`config.mk`:
```
export PLATFORM = sky130hd
export DESIGN_NAME = scheduled_thermostat_with_history_flat
export DESIGN_NICKNAME = d
export VERILOG_FILES = /design/src/hdl/stwh_pkg.sv /design/src/hdl/stwh_if.sv /design/src/hdl/stwh_ctrl.sv /design/src/hdl/stwh_hist.sv /design/src/hdl/scheduled_thermostat_with_history.sv /design/src/flat_wrapper.sv
export VERILOG_INCLUDE_DIRS = /design/src /design/src/hdl
export SDC_FILE = /design/constraint.sdc
export NUM_CORES = 2
export LEC_CHECK = 0
export BUFFER_PORTS_ARGS = -buffer_cell sky130_fd_sc_hd__buf_2
export CAP_MARGIN = 20
export CORE_MARGIN = 3
export CORE_UTILIZATION = 57
export CTS_CLUSTER_SIZE = 28
export DETAILED_ROUTE_END_ITERATION = 7
export PLACE_DENSITY_LB_ADDON = 0.1
export SKIP_CTS_REPAIR_TIMING = 1
export SLEW_MARGIN = 20
export SYNTH_ARGS = -nofsm -noshare
export SYNTH_HDL_FRONTEND = slang
export SYNTH_SLANG_ARGS = --single-unit
```
`constraint.sdc`:
```
create_clock -name clk_i -period 12.3 [get_ports clk_i]
set_input_delay 1.23 -clock clk_i [delete_from_list [all_inputs] [get_ports clk_i]]
set_output_delay 1.23 -clock clk_i [all_outputs]
set_load 0.02 [all_outputs]
```
`src/hdl/assert_macros.svh`:
```
// Assertion macros shared by the thermostat RTL.
// Included by the modules that carry concurrent checks; no other dependencies.
`ifndef ASSERT_MACROS_SVH
`define ASSERT_MACROS_SVH
`ifndef ASSERT_OFF
// prop must hold at every clock edge outside reset
`define ASSERT_CLK(lbl, clk, rst_n, prop) \
  lbl: assert property (@(posedge clk) disable iff (!rst_n) (prop)) \
    else $error("assertion failed: %m");
// cond must never be true at a clock edge outside reset
`define ASSERT_NEVER(lbl, clk, rst_n, cond) \
  lbl: assert property (@(posedge clk) disable iff (!rst_n) !(cond)) \
    else $error("forbidden condition seen: %m");
`else
`define ASSERT_CLK(lbl, clk, rst_n, prop)
`define ASSERT_NEVER(lbl, clk, rst_n, cond)
`endif
`endif

```
`src/hdl/stwh_pkg.sv`:
```
// Types, field widths, codes and the schedule window table of the thermostat.
// No dependencies; used by the interfaces and all RTL modules.
`default_nettype none

package stwh_pkg;

  localparam int unsigned HHMM_W     = 12;
  localparam int unsigned TEMP_W     = 12;
  localparam int unsigned IDX_W      = 9;
  localparam int unsigned THR_W      = 7;
  localparam int unsigned HYST_W     = 4;
  localparam int unsigned SLOT_W     = 4;
  localparam int unsigned ENTRY_W    = 8;
  localparam int unsigned WPOS_W     = 9;
  localparam int unsigned CFG_IDX_W  = 2;
  localparam int unsigned CFG_DATA_W = 8;

  // opcodes
  localparam logic OP_TICK = 1'b0;
  localparam logic OP_READ = 1'b1;

  // configuration register indexes
  localparam logic [CFG_IDX_W-1:0] REG_DEFAULT_THR = 2'd0;
  localparam logic [CFG_IDX_W-1:0] REG_HYSTERESIS  = 2'd1;

  localparam logic [THR_W-1:0]  DEFAULT_THR_RST = 7'd40;
  localparam logic [HYST_W-1:0] HYSTERESIS_RST  = 4'd1;

  // schedule windows: a window matches when lo < hhmm < hi
  localparam int unsigned TABLE_SIZE = 9;
  localparam logic [HHMM_W-1:0] WIN_LO [TABLE_SIZE] = '{
    12'd900, 12'd1440, 12'd1500, 12'd1530, 12'd1900,
    12'd2100, 12'd2130, 12'd400, 12'd430};
  localparam logic [HHMM_W-1:0] WIN_HI [TABLE_SIZE] = '{
    12'd1700, 12'd1501, 12'd1531, 12'd1600, 12'd2101,
    12'd2131, 12'd2230, 12'd431, 12'd510};
  localparam logic [THR_W-1:0] WIN_THR [TABLE_SIZE] = '{
    7'd35, 7'd45, 7'd50, 7'd55, 7'd42, 7'd45, 7'd40, 7'd42, 7'd50};

  typedef struct packed {
    logic                     opcode;
    logic                     time_valid;
    logic [HHMM_W-1:0]        time_hhmm;
    logic signed [TEMP_W-1:0] temperature_q4;
    logic [IDX_W-1:0]         read_index;
  } item_t;

  typedef struct packed {
    logic [THR_W-1:0]  default_threshold;
    logic [HYST_W-1:0] hysteresis_degrees;
  } cfg_t;

  // control decision for one item
  typedef struct packed {
    logic               heater;
    logic [THR_W-1:0]   thr;
    logic [SLOT_W-1:0]  slot;
    logic               log_en;
    logic [ENTRY_W-1:0] log_byte;
  } ctrl_res_t;

  // request to the history ring
  typedef struct packed {
    logic               wr_en;
    logic [ENTRY_W-1:0] wr_data;
    logic               rd_en;
    logic [IDX_W-1:0]   rd_idx;
  } hist_req_t;

  // item in flight between accept and output register
  typedef struct packed {
    logic               heater;
    logic [THR_W-1:0]   thr;
    logic [SLOT_W-1:0]  slot;
    logic               is_read;
    logic [ENTRY_W-1:0] entry;
    logic [WPOS_W-1:0]  wpos;
  } stage_t;

  typedef struct packed {
    logic               heater_on;
    logic [THR_W-1:0]   threshold;
    logic [SLOT_W-1:0]  schedule_slot;
    logic [ENTRY_W-1:0] history_entry;
    logic [WPOS_W-1:0]  write_position;
  } result_t;

endpackage

`default_nettype wire

```
`src/hdl/stwh_if.sv`:
```
// Valid/ready channel interfaces: input items, result items, register writes.
// Depends on stwh_pkg for field widths.
`default_nettype none

interface stwh_in_if import stwh_pkg::*; ();
  logic                     valid;
  logic                     ready;
  logic                     opcode;
  logic                     time_valid;
  logic [HHMM_W-1:0]        time_hhmm;
  logic signed [TEMP_W-1:0] temperature_q4;
  logic [IDX_W-1:0]         read_index;

  modport source (output valid, opcode, time_valid, time_hhmm, temperature_q4, read_index,
                  input ready);
  modport sink (input valid, opcode, time_valid, time_hhmm, temperature_q4, read_index,
                output ready);
endinterface

interface stwh_out_if import stwh_pkg::*; ();
  logic               valid;
  logic               ready;
  logic               heater_on;
  logic [THR_W-1:0]   threshold;
  logic [SLOT_W-1:0]  schedule_slot;
  logic [ENTRY_W-1:0] history_entry;
  logic [WPOS_W-1:0]  write_position;

  modport source (output valid, heater_on, threshold, schedule_slot, history_entry,
                  write_position, input ready);
  modport sink (input valid, heater_on, threshold, schedule_slot, history_entry,
                write_position, output ready);
endinterface

interface stwh_cfg_if import stwh_pkg::*; ();
  logic                  valid;
  logic                  ready;
  logic [CFG_IDX_W-1:0]  index;
  logic [CFG_DATA_W-1:0] data;

  modport source (output valid, index, data, input ready);
  modport sink (input valid, index, data, output ready);
endinterface

`default_nettype wire

```
`src/hdl/stwh_ctrl.sv`:
```
// Schedule lookup and heater hysteresis control; holds the heater level.
// Depends on stwh_pkg.
`default_nettype none

module stwh_ctrl import stwh_pkg::*; #(
  parameter int unsigned NUM_WINDOWS = 9
) (
  input  logic      clk_i,
  input  logic      rst_ni,
  input  cfg_t      cfg_i,
  input  logic      step_i,
  input  item_t     item_i,
  output ctrl_res_t res_o
);

  localparam int unsigned NW_EFF = (NUM_WINDOWS < TABLE_SIZE) ? NUM_WINDOWS : TABLE_SIZE;

  logic                heater_q, heater_d;
  logic [NW_EFF-1:0]   hit;
  logic [THR_W-1:0]    thr;
  logic [SLOT_W-1:0]   slot;
  logic signed [13:0]  temp_ext, on_lim, off_lim;
  logic [THR_W:0]      off_sum;
  logic [THR_W-1:0]    twice;
  logic                log_en;

  always_comb begin
    for (int i = 0; i < NW_EFF; i++) begin
      hit[i] = (item_i.time_hhmm > WIN_LO[i]) && (item_i.time_hhmm < WIN_HI[i]);
    end
  end

  // lowest matching window wins
  always_comb begin
    thr  = cfg_i.default_threshold;
    slot = SLOT_W'(NUM_WINDOWS);
    for (int i = NW_EFF - 1; i >= 0; i--) begin
      if (hit[i]) begin
        thr  = WIN_THR[i];
        slot = SLOT_W'(i);
      end
    end
  end

  assign temp_ext = 14'(item_i.temperature_q4);
  assign on_lim   = $signed({3'b000, thr, 4'b0000});
  assign off_sum  = {1'b0, thr} + {4'b0000, cfg_i.hysteresis_degrees};
  assign off_lim  = $signed({2'b00, off_sum, 4'b0000});

  always_comb begin
    priority if (item_i.opcode == OP_READ) begin
      heater_d = heater_q;
    end else if (!item_i.time_valid) begin
      heater_d = 1'b0;
    end else if (!heater_q && (temp_ext < on_lim)) begin
      heater_d = 1'b1;
    end else if (heater_q && (temp_ext > off_lim)) begin
      heater_d = 1'b0;
    end else begin
      heater_d = heater_q;
    end
  end

  // twice the temperature in degrees, negatives log as zero, clamp at 127
  always_comb begin
    priority if (item_i.temperature_q4[TEMP_W-1]) begin
      twice = '0;
    end else if (item_i.temperature_q4[TEMP_W-2]) begin
      twice = '1;
    end else begin
      twice = item_i.temperature_q4[TEMP_W-3:3];
    end
  end

  assign log_en = (item_i.opcode == OP_TICK) && item_i.time_valid;

  always_ff @(posedge clk_i or negedge rst_ni) begin
    if (!rst_ni) begin
      heater_q <= 1'b0;
    end else if (step_i) begin
      heater_q <= heater_d;
    end
  end

  assign res_o.heater   = heater_d;
  assign res_o.thr      = thr;
  assign res_o.slot     = slot;
  assign res_o.log_en   = log_en;
  assign res_o.log_byte = log_en ? {heater_d, twice} : '0;

endmodule

`default_nettype wire

```
`src/hdl/stwh_hist.sv`:
```
// History ring: synchronous memory, write pointer and wrap flag.
// Entries never written read as zero. Depends on stwh_pkg and assert_macros.svh.
`default_nettype none
`include "assert_macros.svh"

module stwh_hist import stwh_pkg::*; #(
  parameter int unsigned HISTORY_DEPTH = 320
) (
  input  logic               clk_i,
  input  logic               rst_ni,
  input  hist_req_t          req_i,
  output logic [ENTRY_W-1:0] rd_data_o,
  output logic [WPOS_W-1:0]  wpos_o
);

  localparam int unsigned PTR_W = $clog2(HISTORY_DEPTH);
  localparam int unsigned CMP_W = ((PTR_W > IDX_W) ? PTR_W : IDX_W) + 1;

  logic [ENTRY_W-1:0] ring_q [HISTORY_DEPTH];
  logic [ENTRY_W-1:0] rd_q;
  logic               rd_hit_q;
  logic [PTR_W-1:0]   ptr_q, ptr_inc;
  logic               wrapped_q;
  logic [CMP_W-1:0]   idx_ext, ptr_ext;
  logic [PTR_W-1:0]   rd_addr;
  logic               in_range, written;
  logic               ptr_last;

  assign idx_ext  = CMP_W'(req_i.rd_idx);
  assign ptr_ext  = CMP_W'(ptr_q);
  assign rd_addr  = idx_ext[PTR_W-1:0];
  assign in_range = idx_ext < CMP_W'(HISTORY_DEPTH);
  // the ring fills in order from zero, so pointer and wrap flag tell what is written
  assign written  = wrapped_q || (idx_ext < ptr_ext);
  assign ptr_last = ptr_q == PTR_W'(HISTORY_DEPTH - 1);
  assign ptr_inc  = ptr_last ? '0 : ptr_q + 1'b1;

  always_ff @(posedge clk_i) begin
    if (req_i.wr_en) begin
      ring_q[ptr_q] <= req_i.wr_data;
    end
    if (req_i.rd_en && in_range) begin
      rd_q <= ring_q[rd_addr];
    end
  end

  always_ff @(posedge clk_i or negedge rst_ni) begin
    if (!rst_ni) begin
      ptr_q     <= '0;
      wrapped_q <= 1'b0;
      rd_hit_q  <= 1'b0;
    end else begin
      if (req_i.wr_en) begin
        ptr_q <= ptr_inc;
        if (ptr_last) begin
          wrapped_q <= 1'b1;
        end
      end
      if (req_i.rd_en) begin
        rd_hit_q <= in_range && written;
      end
    end
  end

  assign rd_data_o = rd_hit_q ? rd_q : '0;
  assign wpos_o    = WPOS_W'(req_i.wr_en ? ptr_inc : ptr_q);

  `ASSERT_CLK(a_ptr_hold, clk_i, rst_ni, !req_i.wr_en |=> $stable(ptr_q))
  `ASSERT_CLK(a_wrap_sticky, clk_i, rst_ni, wrapped_q |=> wrapped_q)
  `ASSERT_NEVER(a_ptr_range, clk_i, rst_ni, ptr_q > PTR_W'(HISTORY_DEPTH - 1))

endmodule

`default_nettype wire

```
`src/hdl/scheduled_thermostat_with_history.sv`:
```
// Scheduled thermostat with history ring, top level.
// Channels: in_i takes ticks (opcode 0) and history reads (opcode 1); out_o
// returns exactly one result item per input item, in order; cfg_i writes
// register 0 (default threshold) and 1 (hysteresis), others are ignored.
// An item is accepted on valid && ready. The control decision and the ring
// write or read happen at the accept edge; the ring read data comes back in the
// cycle after, from the memory's output register.
// An accepted item goes through the ring read stage, then the output register.
// Throughput: one item per cycle while out_o is not stalled; each item uses
// the ring at most once, for a write or a read.
// Two stages (ring read stage, output register) decouple the sides: with the
// output stalled one more item is accepted, then in_i.ready drops until
// out_o is taken.
// Reset: heater off, pointer zero, all history entries read as zero,
// default threshold 40, hysteresis 1. No clearing pass is needed.
// Depends on stwh_pkg, stwh_if, stwh_ctrl, stwh_hist, assert_macros.svh.
`default_nettype none
`include "assert_macros.svh"

module scheduled_thermostat_with_history import stwh_pkg::*; #(
  parameter int unsigned HISTORY_DEPTH = 320,
  parameter int unsigned NUM_WINDOWS   = 9
) (
  input  logic       clk_i,
  input  logic       rst_ni,
  stwh_in_if.sink    in_i,
  stwh_out_if.source out_o,
  stwh_cfg_if.sink   cfg_i
);

  cfg_t               cfg_q;
  item_t              item;
  ctrl_res_t          ctrl;
  hist_req_t          hreq;
  logic [ENTRY_W-1:0] rd_data;
  logic [WPOS_W-1:0]  wpos;
  logic               in_acc;
  logic               s1_v_q, o_v_q;
  stage_t             s1_q, s1_d;
  result_t            o_q, o_d;
  logic               s2_free, s1_adv;

  // configuration
  assign cfg_i.ready = 1'b1;

  always_ff @(posedge clk_i or negedge rst_ni) begin
    if (!rst_ni) begin
      cfg_q.default_threshold  <= DEFAULT_THR_RST;
      cfg_q.hysteresis_degrees <= HYSTERESIS_RST;
    end else if (cfg_i.valid) begin
      unique case (cfg_i.index)
        REG_DEFAULT_THR: cfg_q.default_threshold  <= cfg_i.data[THR_W-1:0];
        REG_HYSTERESIS:  cfg_q.hysteresis_degrees <= cfg_i.data[HYST_W-1:0];
        default: ;
      endcase
    end
  end

  assign item.opcode         = in_i.opcode;
  assign item.time_valid     = in_i.time_valid;
  assign item.time_hhmm      = in_i.time_hhmm;
  assign item.temperature_q4 = in_i.temperature_q4;
  assign item.read_index     = in_i.read_index;

  assign s2_free    = !o_v_q || out_o.ready;
  assign s1_adv     = s1_v_q && s2_free;
  assign in_i.ready = !s1_v_q || s2_free;
  assign in_acc     = in_i.valid && in_i.ready;

  stwh_ctrl #(
    .NUM_WINDOWS(NUM_WINDOWS)
  ) u_ctrl (
    .clk_i (clk_i),
    .rst_ni(rst_ni),
    .cfg_i (cfg_q),
    .step_i(in_acc),
    .item_i(item),
    .res_o (ctrl)
  );

  assign hreq.wr_en   = in_acc && ctrl.log_en;
  assign hreq.wr_data = ctrl.log_byte;
  assign hreq.rd_en   = in_acc && (item.opcode == OP_READ);
  assign hreq.rd_idx  = item.read_index;

  stwh_hist #(
    .HISTORY_DEPTH(HISTORY_DEPTH)
  ) u_hist (
    .clk_i    (clk_i),
    .rst_ni   (rst_ni),
    .req_i    (hreq),
    .rd_data_o(rd_data),
    .wpos_o   (wpos)
  );

  assign s1_d.heater  = ctrl.heater;
  assign s1_d.thr     = ctrl.thr;
  assign s1_d.slot    = ctrl.slot;
  assign s1_d.is_read = item.opcode == OP_READ;
  assign s1_d.entry   = ctrl.log_byte;
  assign s1_d.wpos    = wpos;

  // read data is held by the memory output register until the next read is accepted
  assign o_d.heater_on      = s1_q.heater;
  assign o_d.threshold      = s1_q.thr;
  assign o_d.schedule_slot  = s1_q.slot;
  assign o_d.history_entry  = s1_q.is_read ? rd_data : s1_q.entry;
  assign o_d.write_position = s1_q.wpos;

  always_ff @(posedge clk_i or negedge rst_ni) begin
    if (!rst_ni) begin
      s1_v_q <= 1'b0;
      o_v_q  <= 1'b0;
    end else begin
      if (in_i.ready) begin
        s1_v_q <= in_i.valid;
      end
      if (s2_free) begin
        o_v_q <= s1_v_q;
      end
    end
  end

  always_ff @(posedge clk_i) begin
    if (in_acc) begin
      s1_q <= s1_d;
    end
    if (s1_adv) begin
      o_q <= o_d;
    end
  end

  assign out_o.valid          = o_v_q;
  assign out_o.heater_on      = o_q.heater_on;
  assign out_o.threshold      = o_q.threshold;
  assign out_o.schedule_slot  = o_q.schedule_slot;
  assign out_o.history_entry  = o_q.history_entry;
  assign out_o.write_position = o_q.write_position;

  `ASSERT_CLK(a_s1_hold, clk_i, rst_ni, s1_v_q && !s2_free |=> s1_v_q && $stable(s1_q))
  `ASSERT_CLK(a_ready_low_full, clk_i, rst_ni, !in_i.ready |-> s1_v_q && o_v_q)
  `ASSERT_CLK(a_invalid_tick, clk_i, rst_ni,
              in_acc && item.opcode == OP_TICK && !item.time_valid |=> !s1_q.heater && s1_q.entry == '0)

endmodule

`default_nettype wire

```
`src/flat_wrapper.sv`:
```
// flat-port wrapper written by rule: the top's interface ports become plain ports
module scheduled_thermostat_with_history_flat import stwh_pkg::*;
#(
  parameter int unsigned HISTORY_DEPTH = 320,
  parameter int unsigned NUM_WINDOWS   = 9
)
  (clk_i, rst_ni, in_i_valid, in_i_opcode, in_i_time_valid, in_i_time_hhmm, in_i_temperature_q4, in_i_read_index, in_i_ready, out_o_valid, out_o_heater_on, out_o_threshold, out_o_schedule_slot, out_o_history_entry, out_o_write_position, out_o_ready, cfg_i_valid, cfg_i_index, cfg_i_data, cfg_i_ready);
  stwh_in_if in_i_i ();
  stwh_out_if out_o_i ();
  stwh_cfg_if cfg_i_i ();
  input  logic clk_i;
  input  logic rst_ni;
  input wire logic [$bits(in_i_i.valid)-1:0] in_i_valid;
  input wire logic [$bits(in_i_i.opcode)-1:0] in_i_opcode;
  input wire logic [$bits(in_i_i.time_valid)-1:0] in_i_time_valid;
  input wire logic [$bits(in_i_i.time_hhmm)-1:0] in_i_time_hhmm;
  input wire logic [$bits(in_i_i.temperature_q4)-1:0] in_i_temperature_q4;
  input wire logic [$bits(in_i_i.read_index)-1:0] in_i_read_index;
  output wire logic [$bits(in_i_i.ready)-1:0] in_i_ready;
  output wire logic [$bits(out_o_i.valid)-1:0] out_o_valid;
  output wire logic [$bits(out_o_i.heater_on)-1:0] out_o_heater_on;
  output wire logic [$bits(out_o_i.threshold)-1:0] out_o_threshold;
  output wire logic [$bits(out_o_i.schedule_slot)-1:0] out_o_schedule_slot;
  output wire logic [$bits(out_o_i.history_entry)-1:0] out_o_history_entry;
  output wire logic [$bits(out_o_i.write_position)-1:0] out_o_write_position;
  input wire logic [$bits(out_o_i.ready)-1:0] out_o_ready;
  input wire logic [$bits(cfg_i_i.valid)-1:0] cfg_i_valid;
  input wire logic [$bits(cfg_i_i.index)-1:0] cfg_i_index;
  input wire logic [$bits(cfg_i_i.data)-1:0] cfg_i_data;
  output wire logic [$bits(cfg_i_i.ready)-1:0] cfg_i_ready;
  assign in_i_i.valid = in_i_valid;
  assign in_i_i.opcode = in_i_opcode;
  assign in_i_i.time_valid = in_i_time_valid;
  assign in_i_i.time_hhmm = in_i_time_hhmm;
  assign in_i_i.temperature_q4 = in_i_temperature_q4;
  assign in_i_i.read_index = in_i_read_index;
  assign in_i_ready = in_i_i.ready;
  assign out_o_valid = out_o_i.valid;
  assign out_o_heater_on = out_o_i.heater_on;
  assign out_o_threshold = out_o_i.threshold;
  assign out_o_schedule_slot = out_o_i.schedule_slot;
  assign out_o_history_entry = out_o_i.history_entry;
  assign out_o_write_position = out_o_i.write_position;
  assign out_o_i.ready = out_o_ready;
  assign cfg_i_i.valid = cfg_i_valid;
  assign cfg_i_i.index = cfg_i_index;
  assign cfg_i_i.data = cfg_i_data;
  assign cfg_i_ready = cfg_i_i.ready;
  scheduled_thermostat_with_history #(.HISTORY_DEPTH(HISTORY_DEPTH), .NUM_WINDOWS(NUM_WINDOWS)) u_core (.clk_i(clk_i), .rst_ni(rst_ni), .in_i(in_i_i), .out_o(out_o_i), .cfg_i(cfg_i_i));
endmodule
```
# Yosys cells after proc, flatten, opt, wreduce, memory -nomap -nowiden
# Memory sizes are Yosys's and may differ from the RTL's. A register that Yosys moved wholly into a read port is not among the register bits.
# Cells that the tools add are included.
# Widths: inputs -> output; s select.
dict set report classes {
  n_eq_ne 2
  addsub 2
  muxes 30
  order_cmp 22
  n_bitwise 1
  n_reduce_logical 31
}
# op count
set ops {}
lappend ops {{$mux 7} 11}
lappend ops {{$gt 12x11->1 const B} 4}
lappend ops {{$lt 12x11->1 const B} 4}
lappend ops {{$lt 12x12->1 const B} 3}
lappend ops {{$gt 12x12->1 const B} 2}
lappend ops {{$gt 12x9->1 const B} 2}
lappend ops {{$lt 12x9->1 const B} 2}
lappend ops {{$mux 8} 3}
lappend ops {{$logic_and 1x1->1} 18}
lappend ops {{$mux 9} 2}
lappend ops {{$gt 12x13->1} 1}
lappend ops {{$gt 12x10->1 const B} 1}
lappend ops {{$lt 12x12->1} 1}
lappend ops {{$mux 3} 4}
lappend ops {{$add 9x1->9 const B} 1}
lappend ops {{$eq 9x9->1 const B} 1}
lappend ops {{$lt 9x9->1} 1}
lappend ops {{$lt 9x9->1 const B} 1}
lappend ops {{$add 7x4->8} 1}
lappend ops {{$mux 1} 8}
lappend ops {{$reduce_or 8->1} 1}
lappend ops {{$reduce_and 2->1} 3}
lappend ops {{$mux 2} 2}
lappend ops {{$reduce_or 4->1} 1}
lappend ops {{other kinds (6)} 10}
dict set report word_totals {
  ramBits 2560
  ff_bits 84
  memories 1
  output_inout_bits 32
}
# name words width read_ports rd_ports_with_merged_regs wr line
set mem_list {}
lappend mem_list {u_core.u_hist.ring_q 320 8 1 1 1 stwh_hist.sv:19} ;# logic [ENTRY_W-1:0] ring_q [HISTORY_DEPTH];

# Logic depth before layout (Yosys ltp)
dict set report logic_depth {
  depth_word 19
  ltp_mapped 22
  ltp_nobuf 21
}

# Hierarchy
# A second synthesis with hierarchy kept.
dict set report unflattened {
  cells_unflattened 5160
  hier_area_um2 104541.5
}
# mod cells_per_inst seq_area_each_um2 instances area_each_um2
set modules_own_cells {}
lappend modules_own_cells {stwh_hist 4855 77389.2 1 100700.3}
lappend modules_own_cells {scheduled_thermostat_with_history 104 2100.8 1 2408.6}
lappend modules_own_cells {stwh_ctrl 201 25.0 1 1432.6}

# Worst setup path after synthesis
# Ideal clock, no wire load.
dict set report synth_timing {
  path_type {in2reg}
  from {in in_i_time_hhmm[4]}
  to {reg u_core.s1_q[16] in the netlist's numbering, data pin}
  n_path_buf 0
  arrival_time_ps 12789
  setup_time_ps 1691
  t_required_ps 10609
  slack_ps -2180
  cell_stages 18
  cell_sequence {or3_1 a2111oi_1 or3_1 or3b_2 a21oi_1 o21ai_0 ha_1 a21o_1 a21oi_1 nor2b_1 o21a_1 nand3_1 ha_1 or4b_2 o311a_1 a21oi_1 o31ai_1 nor2_1}
}
# item line
set synth_rtl {}
lappend synth_rtl {{start: declaration} flat_wrapper.sv:16} ;# input wire logic [$bits(in_i_i.time_hhmm)-1:0] in_i_time_hhmm;
lappend synth_rtl {{end signal: assignment} scheduled_thermostat_with_history.sv:126} ;# s1_q <= s1_d;
lappend synth_rtl {{end: declaration} scheduled_thermostat_with_history.sv:39} ;# stage_t s1_q, s1_d;

==> results.md <==
* Layout area overhead at 11.0%
* DP HPWL at 146000 um
* Synthesized net count at 4906
* Switching share of total power at 21.4%
* Placed Area at 107000 um^2
* Die width at 433 um
* Worst r2r path cells at 17
* Grt ovf at 0
* Fin. max-slew vios at 0
* Vias in the first global route at 49700
* WP data arrival at 7640 ps
* Core Util, Final at 63.7%
* Critical path's slowest cell: or4b_2
* ANT nets after route at 0
* Share of cells above drive strength 1 at 24.9%
* Final wirelength at 249000 um
* Max VDD drop at 129 uV
* Internal Pwr Total at 14.9 mW
* Initial antenna violation count at 11
* Slew Limit Headroom at 21.6%
* Pre-CTS setup slack at 4430 ps
* Final instance area at 115000 um^2
* TritonRoute pass-1 iters at 6
* Run status: finished, final reports clean
* Total GRT Usage at 26.8%
* Initial core utilization at 57.4%
* Buf/Inv on CP at 3
* DR vias at 50100
* Synth Area per Inst at 21.5 um^2
* Lkg Pwr at 36.2 nW
* Site row count at 156
* PwrDens at 165 nW/um^2
* Clock sinks at 2652
* Initial DRC count at 5938
* Fmax at 141 MHz
* Launch point of the worst reg-to-reg path: u_core.cfg_q[5]
* Sequential fraction of the synthesis area at 76.6%
* Main synth FF type: edfxtp_1
* Critical Path Most Common Cell: a21oi_1
* Post-Synthesis Cells at 4824
* Final WS setup at 5180 ps
* Setup crit start: in_i_time_hhmm[4]
* Post-synth EDFFs at 2627
* CTS Buffer Depth at 4
* WS Path Type: in -> reg
* Worst-path maximum fanout at 185
* Psw at 4.07 mW
* Critical-path cell list: buf_2 > or3_1 > a2111oi_1 > or3_1 > or3b_2 > a21oi_1 > o21ai_0 > ha_1 > a21o_1 > a21oi_1 > nor2b_1 > o21a_1 > nand3_1 > ha_1 > or4b_2 > o311a_1 > a21oi_1 > o31ai_1 > nor2_4 > buf_4 > buf_12
* Final Critical Period at 7120 ps
* DRC at 0
* Final nets at 5075
* CP startpoint kind: input port
* Wire per inst at 33.0 um
* Family with the most delay on the worst path: simple AND/OR/NAND/NOR gates
* Yosys reg bits at 2652
* Worst skew pair latency at 900 ps
* Fin Setup TNS at 0 ps
* Ys Warns at 0
* Num CTS Buffers at 285
* Fin crit share at 57.9%
* Die Y-Extent at 433 um
* Tot Pwr at 19.0 mW
* Fin. Hold Viols at 0
* H-tree depth at 5
* Clock skew at 47.6 ps
* CTS tree: done
* Die area at 187000 um^2
* Netlist Area Pre-Place at 104000 um^2
* Comb pwr share at 5.9%
* Worst min-delay path class: in -> async
* First-pass GRT wire length at 359000 um
* Max incr delay on CP at 660 ps
* Worst Tran Pin Value at 1170 ps
* CTS root buf: clkbuf_16
* IO Count at 82
* Final Setup Violations at 0
* Clock-pin slew on the worst setup and hold paths at 60 ps
* Largest net degree at the start of global routing at 188
* Reg power frac at 52.7%
* Synth async-reset ratio at 0.943%
* Vias per Instance at 6.64
* RSZ-0062 raised after global routing: false
* Port Buf Inserts at 79
* Req. time, crit path at 12820 ps
* GP Congestion at 0.848
* Max-capacitance violation count at 0
* Synth unique cells at 67
* CP endpoint kind: flip-flop
* RR Endpoint: u_core.u_hist.ring_q[186][7]
* Core area at 181000 um^2
* Flop2flop setup slack at 6460 ps
* Clock Power Share at 41.4%
cell usage after synthesis (all sizes together), types with 11 or more instances:
master | number | share of area [%]
inv | 37 | 0.13
o22ai | 15 | 0.090
a22oi | 82 | 0.59
nor2b | 21 | 0.13
a31oi | 16 | 0.096
a21oi | 62 | 0.30
clkbuf | 118 | 0.43
o21ai | 57 | 0.27
mux2i | 73 | 0.70
mux4 | 712 | 15
and2 | 11 | 0.066
nor3 | 22 | 0.11
mux2 | 20 | 0.22
nand2 | 95 | 0.34
ha | 31 | 0.37
edfxtp | 2627 | 76
dfrtp | 22 | 0.53
nand2b | 14 | 0.084
buf | 165 | 0.96
nand3 | 59 | 0.28
a221oi | 17 | 0.14
nor2 | 373 | 1.3
o21a | 11 | 0.080
nand4 | 12 | 0.072
cell families after synthesis:
family                     Yosys count  synth area share (%)
DFF                               2652                  76.6
other                                1               0.00361
buffers and inverters              321                  1.52
xor gates and xnor gates            10                0.0844
adders and majority gates           32                 0.393
and+or+nand+nor                    662                  2.81
AOI/OAI and AO/OA                  341                  2.22
muxes                              805                  16.4
worst max-delay path by stage:
stage | endpoint | cells past startpoint
floorplan | u_core.s1_q[16] | 18
global placement | u_core.u_hist.ring_q[26][7] | 21
detailed placement | u_core.u_hist.ring_q[26][7] | 21
CTS | u_core.u_hist.ring_q[59][7] | 21
global route | u_core.u_hist.ring_q[59][7] | 21
finish | u_core.u_hist.ring_q[186][7] | 21
per-layer routing:
metal / track usage [%] / vias to the layer above / wire length [um]
met5: 0 / - / 33
met4: 8.11 / 4 / 7510
met1: 40.2 / 26900 / 102000
met2: 40.9 / 2237 / 119000
li1: - / 20500 / -
met3: 5.11 / 445 / 20900
placed cells by master (no fill, tap or decap), types with 9 or more instances in the layout:
| master | n |
|---|---|
| nor4_1 | 9 |
| mux2i_1 | 73 |
| dfrtp_1 | 22 |
| clkinv_2 | 29 |
| a21o_1 | 9 |
| inv_1 | 36 |
| a311oi_1 | 10 |
| buf_2 | 74 |
| bufinv_16 | 12 |
| o21ai_0 | 56 |
| nand2b_1 | 14 |
| mux2_2 | 20 |
| o22ai_1 | 15 |
| buf_4 | 69 |
| a21oi_1 | 62 |
| nand2_1 | 94 |
| a31oi_1 | 16 |
| a22oi_1 | 82 |
| a211oi_1 | 10 |
| nand4_1 | 12 |
| ha_1 | 31 |
| clkinv_1 | 54 |
| a221oi_1 | 17 |
| xnor2_1 | 9 |
| nor3_1 | 19 |
| o211ai_1 | 9 |
| nor2_1 | 367 |
| clkbuf_16 | 289 |
| nand3_1 | 47 |
| edfxtp_1 | 2627 |
| mux4_2 | 712 |
| and3_1 | 9 |
| nor2b_1 | 18 |
| buf_12 | 11 |
| clkbuf_1 | 71 |
final cells by class:
| class | count | area, um^2 |
|---|---|---|
| sequential | 2652 | 79500 |
| fill | 12100 | 65700 |
| multi-input combinational | 1851 | 22900 |
| clock buffer | 364 | 7550 |
| tap | 2370 | 2970 |
| timing repair buffer | 165 | 1290 |
| clock inverter | 104 | 790 |
| inverter | 38 | 143 |
| antenna | 2 | 5.00 |
through the flow:
step / std cells / hold WS, ps
after detailed placement: 7074 / 405
after floorplan: 4824 / 400
after CTS: 7542 / 387
final: 7546 / 415
after global placement: 7071 / 402
after global routing: 7546 / 428
power by group through the flow:
stage / combinational, mW / sequential (mW) / clock (mW)
floorplan: 0.690 / 10.2 / 0
global placement: 1.10 / 10.2 / 0
detailed placement: 1.12 / 10.2 / 0
CTS: 1.12 / 10.0 / 7.98
global route: 1.19 / 10.0 / 8.33
finish: 1.12 / 10.0 / 7.86
flip-flops by register name, indices dropped and copies added (netlist names):
signal                       flops
u_core.u_hist.ring_q          2560
u_core.o_d                      21
u_core.cfg_q                    11
u_core.out_o.write_position      9
u_core.s1_q                      9
u_core.u_hist.ptr_q              9
u_core.out_o.history_entry       8
u_core.u_hist.rd_q               8
u_core.out_o.threshold           7
u_core.out_o.schedule_slot       4
u_core.out_o.heater_on           1
u_core.out_o.valid               1
u_core.s1_v_q                    1
u_core.u_ctrl.heater_q           1
u_core.u_hist.rd_hit_q           1
u_core.u_hist.wrapped_q          1
Power figures use the tool's default switching activity.
